`src/sv/byte_key_hash_64_top_assert.svh`:
```
// Assertion macros used by the hash block's queue.
`ifndef BYTE_KEY_HASH_64_TOP_ASSERT_SVH
`define BYTE_KEY_HASH_64_TOP_ASSERT_SVH

// Same-cycle implication.
`define BKH_ASSERT_NOW(lbl, ante, cons, msg) \
  lbl: assert property (@(posedge clk_i) disable iff (!rst_ni) (ante) |-> (cons)) \
    else $error(msg);

// Next-cycle implication.
`define BKH_ASSERT_NEXT(lbl, ante, cons, msg) \
  lbl: assert property (@(posedge clk_i) disable iff (!rst_ni) (ante) |=> (cons)) \
    else $error(msg);

`endif

```
`src/sv/bkh_pkg.sv`:
```
package bkh_pkg;

  localparam logic [31:0] MixMult = 32'h045d9f3b;
  localparam logic [7:0]  LowPad  = 8'd123;
  localparam logic [7:0]  HighPad = 8'd97;
  localparam logic [3:0]  MaxBytes = 4'd8;
  localparam logic [3:0]  HalfBytes = 4'd4;

  localparam int unsigned FifoDepth = 2;
  localparam int unsigned FifoPtrW  = $clog2(FifoDepth);
  localparam int unsigned FifoCntW  = $clog2(FifoDepth + 1);

  typedef struct packed {
    logic        mix_en;
    logic        last;
    logic [31:0] hi;
    logic [31:0] lo;
  } bkh_job_t;

  typedef struct packed {
    logic        valid;
    logic        mix_en;
    logic        last;
    logic [31:0] hi;
    logic [31:0] lo;
  } bkh_stage_t;

  function automatic logic [31:0] bkh_xs(input logic [31:0] v);
    return v ^ (v >> 16);
  endfunction

endpackage

```
`src/sv/bkh_if.sv`:
```
interface bkh_in_if;
  logic        valid;
  logic        ready;
  logic [63:0] chunk;
  logic [3:0]  valid_bytes;
  logic        last;

  modport source (output valid, output chunk, output valid_bytes, output last, input ready);
  modport sink (input valid, input chunk, input valid_bytes, input last, output ready);
endinterface

interface bkh_out_if;
  logic        valid;
  logic        ready;
  logic [63:0] hash_code;

  modport source (output valid, output hash_code, input ready);
  modport sink (input valid, input hash_code, output ready);
endinterface

```
`src/sv/bkh_front.sv`:
```
module bkh_front (
  input  logic              clk_i,
  input  logic              rst_ni,
  bkh_in_if.sink            in_i,
  input  logic              full_i,
  output logic              push_o,
  output bkh_pkg::bkh_job_t job_o
);
  import bkh_pkg::*;

  logic       seen_q, seen_d;
  logic [3:0] count;
  logic [31:0] lo_word, hi_word;

  assign in_i.ready = !full_i;
  assign push_o     = in_i.valid && !full_i;

  always_comb begin
    count = (in_i.valid_bytes > MaxBytes) ? MaxBytes : in_i.valid_bytes;
    for (int j = 0; j < 4; j++) begin
      lo_word[8*j +: 8] = (4'(j) < count) ? in_i.chunk[8*j +: 8] : LowPad;
      hi_word[8*j +: 8] = (4'(j + 4) < count) ? in_i.chunk[32 + 8*j +: 8] : HighPad;
    end
  end

  always_comb begin
    job_o.mix_en = (count != 4'd0);
    job_o.last   = in_i.last;
    job_o.lo     = lo_word;
    job_o.hi     = (!seen_q && in_i.last && count <= HalfBytes) ? lo_word : hi_word;
  end

  always_comb begin
    seen_d = seen_q;
    if (push_o) begin
      seen_d = !in_i.last;
    end
  end

  always_ff @(posedge clk_i or negedge rst_ni) begin
    if (!rst_ni) begin
      seen_q <= 1'b0;
    end else begin
      seen_q <= seen_d;
    end
  end

endmodule

```
`src/sv/bkh_fifo.sv`:
```
`include "byte_key_hash_64_top_assert.svh"

module bkh_fifo (
  input  logic              clk_i,
  input  logic              rst_ni,
  input  logic              push_i,
  input  bkh_pkg::bkh_job_t job_i,
  output logic              full_o,
  input  logic              pop_i,
  output logic              avail_o,
  output bkh_pkg::bkh_job_t job_o
);
  import bkh_pkg::*;

  bkh_job_t mem_q [FifoDepth];
  logic [FifoPtrW-1:0] wr_ptr_q, wr_ptr_d, rd_ptr_q, rd_ptr_d;
  logic [FifoCntW-1:0] cnt_q, cnt_d;

  assign full_o  = (cnt_q == FifoCntW'(FifoDepth));
  assign avail_o = (cnt_q != '0);
  assign job_o   = mem_q[rd_ptr_q];

  always_comb begin
    wr_ptr_d = wr_ptr_q;
    rd_ptr_d = rd_ptr_q;
    cnt_d    = cnt_q;
    if (push_i) begin
      wr_ptr_d = (wr_ptr_q == FifoPtrW'(FifoDepth - 1)) ? '0 : wr_ptr_q + 1'b1;
    end
    if (pop_i) begin
      rd_ptr_d = (rd_ptr_q == FifoPtrW'(FifoDepth - 1)) ? '0 : rd_ptr_q + 1'b1;
    end
    if (push_i && !pop_i) begin
      cnt_d = cnt_q + 1'b1;
    end else if (pop_i && !push_i) begin
      cnt_d = cnt_q - 1'b1;
    end
  end

  always_ff @(posedge clk_i or negedge rst_ni) begin
    if (!rst_ni) begin
      wr_ptr_q <= '0;
      rd_ptr_q <= '0;
      cnt_q    <= '0;
    end else begin
      wr_ptr_q <= wr_ptr_d;
      rd_ptr_q <= rd_ptr_d;
      cnt_q    <= cnt_d;
    end
  end

  always_ff @(posedge clk_i) begin
    if (push_i) begin
      mem_q[wr_ptr_q] <= job_i;
    end
  end

  `BKH_ASSERT_NOW(a_cnt_bound, 1'b1, cnt_q <= FifoCntW'(FifoDepth), "queue count overflow")
  `BKH_ASSERT_NOW(a_pop_nonempty, pop_i, cnt_q != '0, "pop from empty queue")
  `BKH_ASSERT_NEXT(a_cnt_inc, push_i && !pop_i, cnt_q == $past(cnt_q) + 1'b1,
                   "count missed a push")

endmodule

```
`src/sv/bkh_back.sv`:
```
module bkh_back (
  input  logic              clk_i,
  input  logic              rst_ni,
  input  logic              avail_i,
  input  bkh_pkg::bkh_job_t job_i,
  output logic              pop_o,
  bkh_out_if.source         out_o
);
  import bkh_pkg::*;

  bkh_stage_t s1_q, s1_d, s2_q, s2_d;
  logic [63:0] code_q, code_d, hash_q, hash_d;
  logic        out_vld_q, out_vld_d;
  logic        adv;
  logic [63:0] mixed;

  assign adv       = !out_vld_q || out_o.ready;
  assign pop_o     = adv && avail_i;
  assign out_o.valid     = out_vld_q;
  assign out_o.hash_code = hash_q;

  always_comb begin
    s1_d.valid  = avail_i;
    s1_d.mix_en = job_i.mix_en;
    s1_d.last   = job_i.last;
    s1_d.hi     = bkh_xs(job_i.hi) * MixMult;
    s1_d.lo     = bkh_xs(job_i.lo) * MixMult;
    s2_d.valid  = s1_q.valid;
    s2_d.mix_en = s1_q.mix_en;
    s2_d.last   = s1_q.last;
    s2_d.hi     = bkh_xs(s1_q.hi) * MixMult;
    s2_d.lo     = bkh_xs(s1_q.lo) * MixMult;
  end

  always_comb begin
    mixed     = s2_q.mix_en ? {bkh_xs(s2_q.hi), bkh_xs(s2_q.lo)} : 64'd0;
    code_d    = code_q;
    hash_d    = hash_q;
    out_vld_d = out_vld_q && !out_o.ready;
    if (adv && s2_q.valid) begin
      code_d = code_q ^ mixed;
      if (s2_q.last) begin
        hash_d    = code_q ^ mixed;
        code_d    = 64'd0;
        out_vld_d = 1'b1;
      end
    end
  end

  always_ff @(posedge clk_i or negedge rst_ni) begin
    if (!rst_ni) begin
      s1_q      <= '0;
      s2_q      <= '0;
      out_vld_q <= 1'b0;
      code_q    <= 64'd0;
      hash_q    <= 64'd0;
    end else begin
      if (adv) begin
        s1_q <= s1_d;
        s2_q <= s2_d;
      end
      out_vld_q <= out_vld_d;
      code_q    <= code_d;
      hash_q    <= hash_d;
    end
  end

endmodule

```
`src/sv/byte_key_hash_64_top.sv`:
```
// 64-bit hash of a byte key delivered as 8-byte little-endian chunks.
// Input channel in_i: chunk, valid_bytes (0..8, values above 8 act as 8)
// and last. Each chunk is one request; a key ends with last set.
// Output channel out_o: one hash_code request per key, on its last chunk.
// Throughput: one chunk per cycle. The input side accepts while the
// two-entry queue between front and back has room.
// The hash of a key passes from the queue through the two mixer multiply
// stages; the fold of its last chunk into the output register follows the
// second stage.
// When the receiver stalls, the result stays in the output register, the
// mixer pipeline holds, and the queue fills; in_i.ready drops once it is
// full. Chunks without last still fold through while no result waits.
// Reset clears the queue, the pipeline valids, the running code and the
// start-of-key flag; the block is ready to accept as soon as reset is
// released.
module byte_key_hash_64_top (
  input  logic      clk_i,
  input  logic      rst_ni,
  bkh_in_if.sink    in_i,
  bkh_out_if.source out_o
);
  import bkh_pkg::*;

  logic     push, full, pop, avail;
  bkh_job_t job_in, job_out;

  bkh_front u_front (
    .clk_i  (clk_i),
    .rst_ni (rst_ni),
    .in_i   (in_i),
    .full_i (full),
    .push_o (push),
    .job_o  (job_in)
  );

  bkh_fifo u_fifo (
    .clk_i   (clk_i),
    .rst_ni  (rst_ni),
    .push_i  (push),
    .job_i   (job_in),
    .full_o  (full),
    .pop_i   (pop),
    .avail_o (avail),
    .job_o   (job_out)
  );

  bkh_back u_back (
    .clk_i   (clk_i),
    .rst_ni  (rst_ni),
    .avail_i (avail),
    .job_i   (job_out),
    .pop_o   (pop),
    .out_o   (out_o)
  );

endmodule

```
`src/flat_wrapper.sv`:
```
// flat-port wrapper written by rule: the top's interface ports become plain ports
module byte_key_hash_64_top_flat import bkh_pkg::*;
  (clk_i, rst_ni, in_i_valid, in_i_chunk, in_i_valid_bytes, in_i_last, in_i_ready, out_o_valid, out_o_hash_code, out_o_ready);
  bkh_in_if in_i_i ();
  bkh_out_if out_o_i ();
  input  logic clk_i;
  input  logic rst_ni;
  input wire logic [$bits(in_i_i.valid)-1:0] in_i_valid;
  input wire logic [$bits(in_i_i.chunk)-1:0] in_i_chunk;
  input wire logic [$bits(in_i_i.valid_bytes)-1:0] in_i_valid_bytes;
  input wire logic [$bits(in_i_i.last)-1:0] in_i_last;
  output wire logic [$bits(in_i_i.ready)-1:0] in_i_ready;
  output wire logic [$bits(out_o_i.valid)-1:0] out_o_valid;
  output wire logic [$bits(out_o_i.hash_code)-1:0] out_o_hash_code;
  input wire logic [$bits(out_o_i.ready)-1:0] out_o_ready;
  assign in_i_i.valid = in_i_valid;
  assign in_i_i.chunk = in_i_chunk;
  assign in_i_i.valid_bytes = in_i_valid_bytes;
  assign in_i_i.last = in_i_last;
  assign in_i_ready = in_i_i.ready;
  assign out_o_valid = out_o_i.valid;
  assign out_o_hash_code = out_o_i.hash_code;
  assign out_o_i.ready = out_o_ready;
  byte_key_hash_64_top u_core (.clk_i(clk_i), .rst_ni(rst_ni), .in_i(in_i_i), .out_o(out_o_i));
endmodule
```
`config.mk`:
```
export PLATFORM = sky130hd
export DESIGN_NAME = byte_key_hash_64_top_flat
export DESIGN_NICKNAME = d
export VERILOG_FILES = /design/src/sv/bkh_pkg.sv /design/src/sv/bkh_if.sv /design/src/sv/bkh_front.sv /design/src/sv/bkh_fifo.sv /design/src/sv/bkh_back.sv /design/src/sv/byte_key_hash_64_top.sv /design/src/flat_wrapper.sv
export VERILOG_INCLUDE_DIRS = /design/src /design/src/sv
export SDC_FILE = /design/constraint.sdc
export NUM_CORES = 2
export LEC_CHECK = 0
export ABC_AREA = 1
export BUFFER_PORTS_ARGS = -buffer_cell sky130_fd_sc_hd__buf_2
export CORE_ASPECT_RATIO = 0.6
export CORE_MARGIN = 3
export CORE_UTILIZATION = 25
export CTS_CLUSTER_DIAMETER = 100
export DETAILED_ROUTE_END_ITERATION = 10
export SLEW_MARGIN = 10
export SYNTH_ARGS = -nofsm -noshare
export SYNTH_HDL_FRONTEND = slang
export SYNTH_SLANG_ARGS = --single-unit
```
`constraint.sdc`:
```
create_clock -name clk_i -period 19.5 [get_ports clk_i]
set_input_delay 0.975 -clock clk_i [delete_from_list [all_inputs] [get_ports clk_i]]
set_output_delay 0.975 -clock clk_i [all_outputs]
set_load 0.02 [all_outputs]
```
### Yosys cells after proc, flatten, opt, wreduce, memory -nomap -nowiden

Memory sizes are Yosys's and may differ from the RTL's.
Index checks and enable logic that the tools add are counted.

* equal/unequal tests: 1
* reductions and logical operators: 20
* multiplexer cells: 20
* add/subtract/negate cells: 4
* bitwise gates (word level): 7
* $lt $le $gt $ge: 10
* multipliers: 4

Operators by type and width (number)
* 32-bit by 16-bit XOR with 32-bit output: 6
* 32-bit by 27-bit multiplier with 32-bit output, second input constant: 4
* 64-bit two-way mux: 2
* 8-bit two-way mux: 8
* 64-bit XOR: 1
* 32-bit two-way mux: 1
* 3-bit by 4-bit < comparator with 1-bit output, first input constant: 4
* 1-bit logical AND: 8
* 1-bit by 4-bit < comparator with 1-bit output, first input constant: 2
* 2-bit by 4-bit < comparator with 1-bit output, first input constant: 2
* 1-bit logical NOT: 7
* 1-bit two-way mux: 6
* 4-bit > comparator, second input constant: 1
* 4-bit by 3-bit less-or-equal comparator with 1-bit output, second input constant: 1
* 2-bit two-way mux: 2
* 4-bit two-way mux: 1
* 2-bit nonzero test: 2
* 4-bit nonzero test: 1
* 1-bit adder, second input constant: 2
* 2-bit by 1-bit adder with 2-bit output, second input constant: 1
* 2-bit equality test, second input constant: 1
* 2-bit AND reduction: 1
* 2-bit by 1-bit subtractor with 2-bit output, second input constant: 1
* 1-bit logical OR: 1

* input bits: 73
* flip-flop bits (word level): 268
* word-level logic and storage cells: 84
* memories kept: 1
* memory bits (writable): 132

Memory list
* u_core.u_fifo.mem_q: words 2, bits a word 66, read ports 1, clocked after Yosys merged registers in 0, write ports 1, line bkh_fifo.sv:15 `bkh_job_t mem_q [FifoDepth];`

### Longest topological paths before layout

* word-level depth: 7
* gate-level depth with buffers: 39

### Hierarchy

Synthesis repeated with hierarchy kept, for this count alone.

* cells, all modules: 6380
* area, all modules: 56041.2 um^2

By module, submodules not included
* bkh_back: area an instance 50013.0 um^2, sequential area each 6581.3 um^2, times used 1, cells an instance 5947
* bkh_fifo: area an instance 5082.4 um^2, sequential area each 4063.9 um^2, times used 1, cells an instance 230
* bkh_front: area an instance 945.9 um^2, sequential area each 25.0 um^2, times used 1, cells an instance 203

### Least setup slack after synthesis

OpenSTA, ideal clock, no wires.

* kind: register -> register
* start: register u_core.u_fifo.rd_ptr_q
* end: register u_core.u_back.s1_q[60] in the netlist's numbering
* required time: 19.382 ns
* cell stages (with the launch flop): 32
* library setup time: 0.118 ns
* buffers on the path: 5
* path slack: 12.564 ns
* arrival: 6.818 ns
* cell sequence: dfrtp_1 > buf_4 > buf_6 > buf_6 > buf_6 > buf_2 > mux2i_1 > xor2_1 > inv_1 > fa_1 > ha_1 > fa_1 > fa_1 > inv_1 > fa_1 > inv_1 > fa_1 > inv_1 > fa_1 > inv_1 > ha_1 > nand2_1 > nor2_1 > nor3b_1 > nand4_1 > nand3_1 > a21o_1 > nand2_1 > nand3_1 > nand2_1 > nand3_1 > nand2_1

* cells in the longest elaborated chain, start to end: 3

Ends and longest elaborated chain
* start, declared: line bkh_fifo.sv:16 `logic [FifoPtrW-1:0] wr_ptr_q, wr_ptr_d, rd_ptr_q, rd_ptr_d;`
* start signal, assigned: line bkh_fifo.sv:47 `rd_ptr_q <= rd_ptr_d;`
* memory 2 x 66 bit
* 32-bit by 16-bit XOR with 32-bit output: line bkh_pkg.sv:29 `return v ^ (v >> 16);`
* 32-bit by 27-bit multiplier with 32-bit output: line bkh_back.sv:26 `s1_d.hi = bkh_xs(job_i.hi) * MixMult;`
* end signal, assigned: line bkh_back.sv:52 `s1_q <= '0;`
* end signal, assigned: line bkh_back.sv:59 `s1_q <= s1_d;`
* end, declared: line bkh_back.sv:11 `bkh_stage_t s1_q, s1_d, s2_q, s2_d;`

Every way passes these cells.
A chain may end at the register's enable or synchronous reset.

### Final worst setup path

* start: register u_core.u_fifo.rd_ptr_q
* end: register u_core.u_back.s1_q[59] in the netlist's numbering

Same word-level chain as after synthesis.

==> flow_summary.yaml <==
synthesis:
  synth_cell_types: 56
  muxShareOfSynthArea_pct: 0.540
  synth_xor_area_share_pct: 4.71
  synth.area.top_cells: "fa_1 (31%), ha_1 (15%), inv_1 (13%)"
  synth_top_family_by_area: "adder cells"
  synth_top_area_share_pct: 30.9
  syn_inst: 6142
  ys_async_sr_fraction_pct: 67.0
  ys_seq_area_share_pct: 19.3
  syn_area_per_cell_um2: 8.98
  synth_top_cell_by_area: "fa_1"
  synth-simple-area-share_pct: 9.86
  synth_compound_area_share_pct: 6.34
  ys_ff_latch: 400
  ys.flop_type: "dfrtp_1"
  synth_nets: 7716
  synth_area_um2: 55200
  synth-adder-area-share_pct: 45.6
  ys_warn_count: 0
  synth-edff-count: 132
critical_path:
  cp-start-kind: "flop"
  cp_common_cell: "inv_1"
  crit_start: "u_core.u_fifo.rd_ptr_q$_DFFE_PN0P_"
  cp.required_ns: 20.00
  path_buf_inv: 9
  arrival_ns: 9.00
  path_class: "reg2reg"
  crit_path_top_delay_cell: "buf_4"
  end_kind: "flop"
  critical_path.max_stage_delay_ns: 0.72
  r2r-start: "u_core.u_fifo.rd_ptr_q$_DFFE_PN0P_"
  crit_fanout: 51
  path_delay_family: "adder cells"
sta:
  rsz0062_at_grt: "false"
  fmax_mhz: 118
  tightest_slew_ns: 1.37
  fin_crit_sh_pct: 43.6
  fin_ws_ns: 11.00
  hold_violations: 0
  setup_tns_ns: 0
  slew_viol_final: 0
  skew_ns: 0.0469
  min_period_ns: 8.50
  setup_viol: 0
  slew_headroom_pct: 8.25
layout:
  area_delta_synth_final_pct: 10.4
  final_area_um2: 60900
  final_cells: 9184
  final_nets: 7837
  final_common_cell: "inv_1"
  mostFrequentLayoutCells: "inv_1 (1,874), nand2_1 (883), fa_1 (851), ha_1 (650), o21ai_0 (379)"
  fill_cells: 22900
  layout-drive-gt1-share_pct: 5.63
floorplanning:
  initial_core_util_pct: 25.4
  rows: 132
  die-area_um2: 226000
  die_x_um: 612
  coreArea_um2: 218000
  die_h_um: 370
  io_pins: 139
drt:
  vias: 39900
  antenna_left: 0
  dr.pass1.iters: 6
  first_iter_violations: 3018
  drt-vias-per-instance: 4.34
  routedWlPerCell_um: 17.1
  drt-total-wl_um: 157000
  drcViolationCount: 0
grt:
  grt_pass1_vias: 43000
  top_usage_layer: "met1"
  use_met2_pct: 20.8
  groute.layer.met3.usage_pct: 4.15
  grt_max_degree: 210
  grt_usage_pct: 14.2
  grt_overflow: 0
  antenna_found_initial: 1
  met1_usage_pct: 20.9
  grt_pass1_wl_um: 249000
place:
  dp.cells: 9095
  port_buffers: 138
  dp_hpwl_um: 136000
  place_congestion: 0.946
  placed_area_um2: 59300
  dp_slack_ns: 11.07
cts:
  cts_setup_buffers: 0
  cts_tree: "built"
  clk_pin_slew_ns: 0.06
  clock_path_buffers: 3
  ctsHoldBuffers: 0
  clock_latency_ns: 0.65
  htreeDepth: 2
  numCtsBuffers: 47
  ctsResizeCount: 0
  cts_sinks: 400
  cts_root_buf: "clkbuf_16"
run_status:
  status: "finished clean"
flow_run:
  drv_cap: 0
min_path:
  holdCritPathClass: "in2async"
[worst paths after layout]
check,slack [ns],to,depth (start not counted)
max in group asynchronous,17.05,u_core.u_fifo.rd_ptr_q$_DFFE_PN0P_,3
setup reg to reg,11.00,u_core.u_back.s1_q[59]$_DFFE_PN0N_,30
setup / recovery,11.00,u_core.u_back.s1_q[59]$_DFFE_PN0N_,30
min in group clk_i,0.48,u_core.u_back.out_o.hash_code[28]$_DFFE_PN0P_,2
hold reg to reg,0.48,u_core.u_back.out_o.hash_code[28]$_DFFE_PN0P_,2
hold / removal,0.35,u_core.u_back.out_o.hash_code[14]$_DFFE_PN0P_,1
[worst reg2reg max path, delay by kind of cell (launching register included)]
family / cells / cell delay [ns]
AOI/OAI and AO/OA: 5 / 0.82
xor gates and xnor gates: 1 / 0.53
adders and majority gates: 8 / 3.33
buffers and inverters: 9 / 1.57
DFF: 1 / 0.65
muxes: 1 / 0.33
and+or+nand+nor: 6 / 1.19
[per-layer routing]
| metal | wire [um] | share of wire, % |
|---|---|---|
| met1 | 75100 | 48 |
| met2 | 64300 | 41 |
| met3 | 15200 | 9.7 |
| met4 | 2160 | 1.4 |
| met5 | 0 | 0 |
[flip-flops by register name, summed over array words and instances, names as in the netlist]
name	flops
u_core.u_fifo.mem_q	132
u_core.u_back.s1_q	67
u_core.u_back.s2_q	67
u_core.u_back.code_q	64
u_core.u_back.out_o.hash_code	64
u_core.u_fifo.cnt_q	2
u_core.u_back.out_o.valid	1
u_core.u_fifo.rd_ptr_q	1
u_core.u_fifo.wr_ptr_q	1
u_core.u_front.seen_q	1
[area by class of cell]
cell class	instances	area [um^2]	share of cell area, %
Clock buffer	65	1330	2.19
Multi-Input combinational cell	3766	37000	60.8
Tap cell	2881	3600	5.92
Antenna cell	1	2.50	0.00411
Timing Repair Buffer	161	886	1.45
Inverter	1887	7090	11.6
Clock inverter	23	282	0.462
Sequential cell	400	10700	17.5
[through the flow]
step                util (%)  hold slack, ns
floorplan                  -           0.450
CTS                     28.0           0.415
detailed placement      27.3           0.469
global placement        27.3           0.466
finish                  28.0           0.352
global route            28.0           0.464
[cell usage after synthesis, types with 19 or more instances]
library cell	instances
inv_1	1875
xnor2_1	98
fa_1	851
edfxtp_1	132
xor2_1	172
dfrtp_1	268
nand3_1	137
or2_2	59
clkbuf_1	67
nand4_1	23
ha_1	650
a21oi_1	162
a21o_1	19
nand2_1	885
o21ai_0	380
nor2_1	152
mux2i_1	23
[kinds of logic after synthesis]
family | after synthesis
xor gates and xnor gates | 283
adders and majority gates | 1501
DFF | 400
and+or+nand+nor | 1310
muxes | 26
AOI/OAI and AO/OA | 646
buffers and inverters | 1976
Power is not shown: default switching activity piles up to over one toggle a cycle in this logic, so the estimate is an artifact.
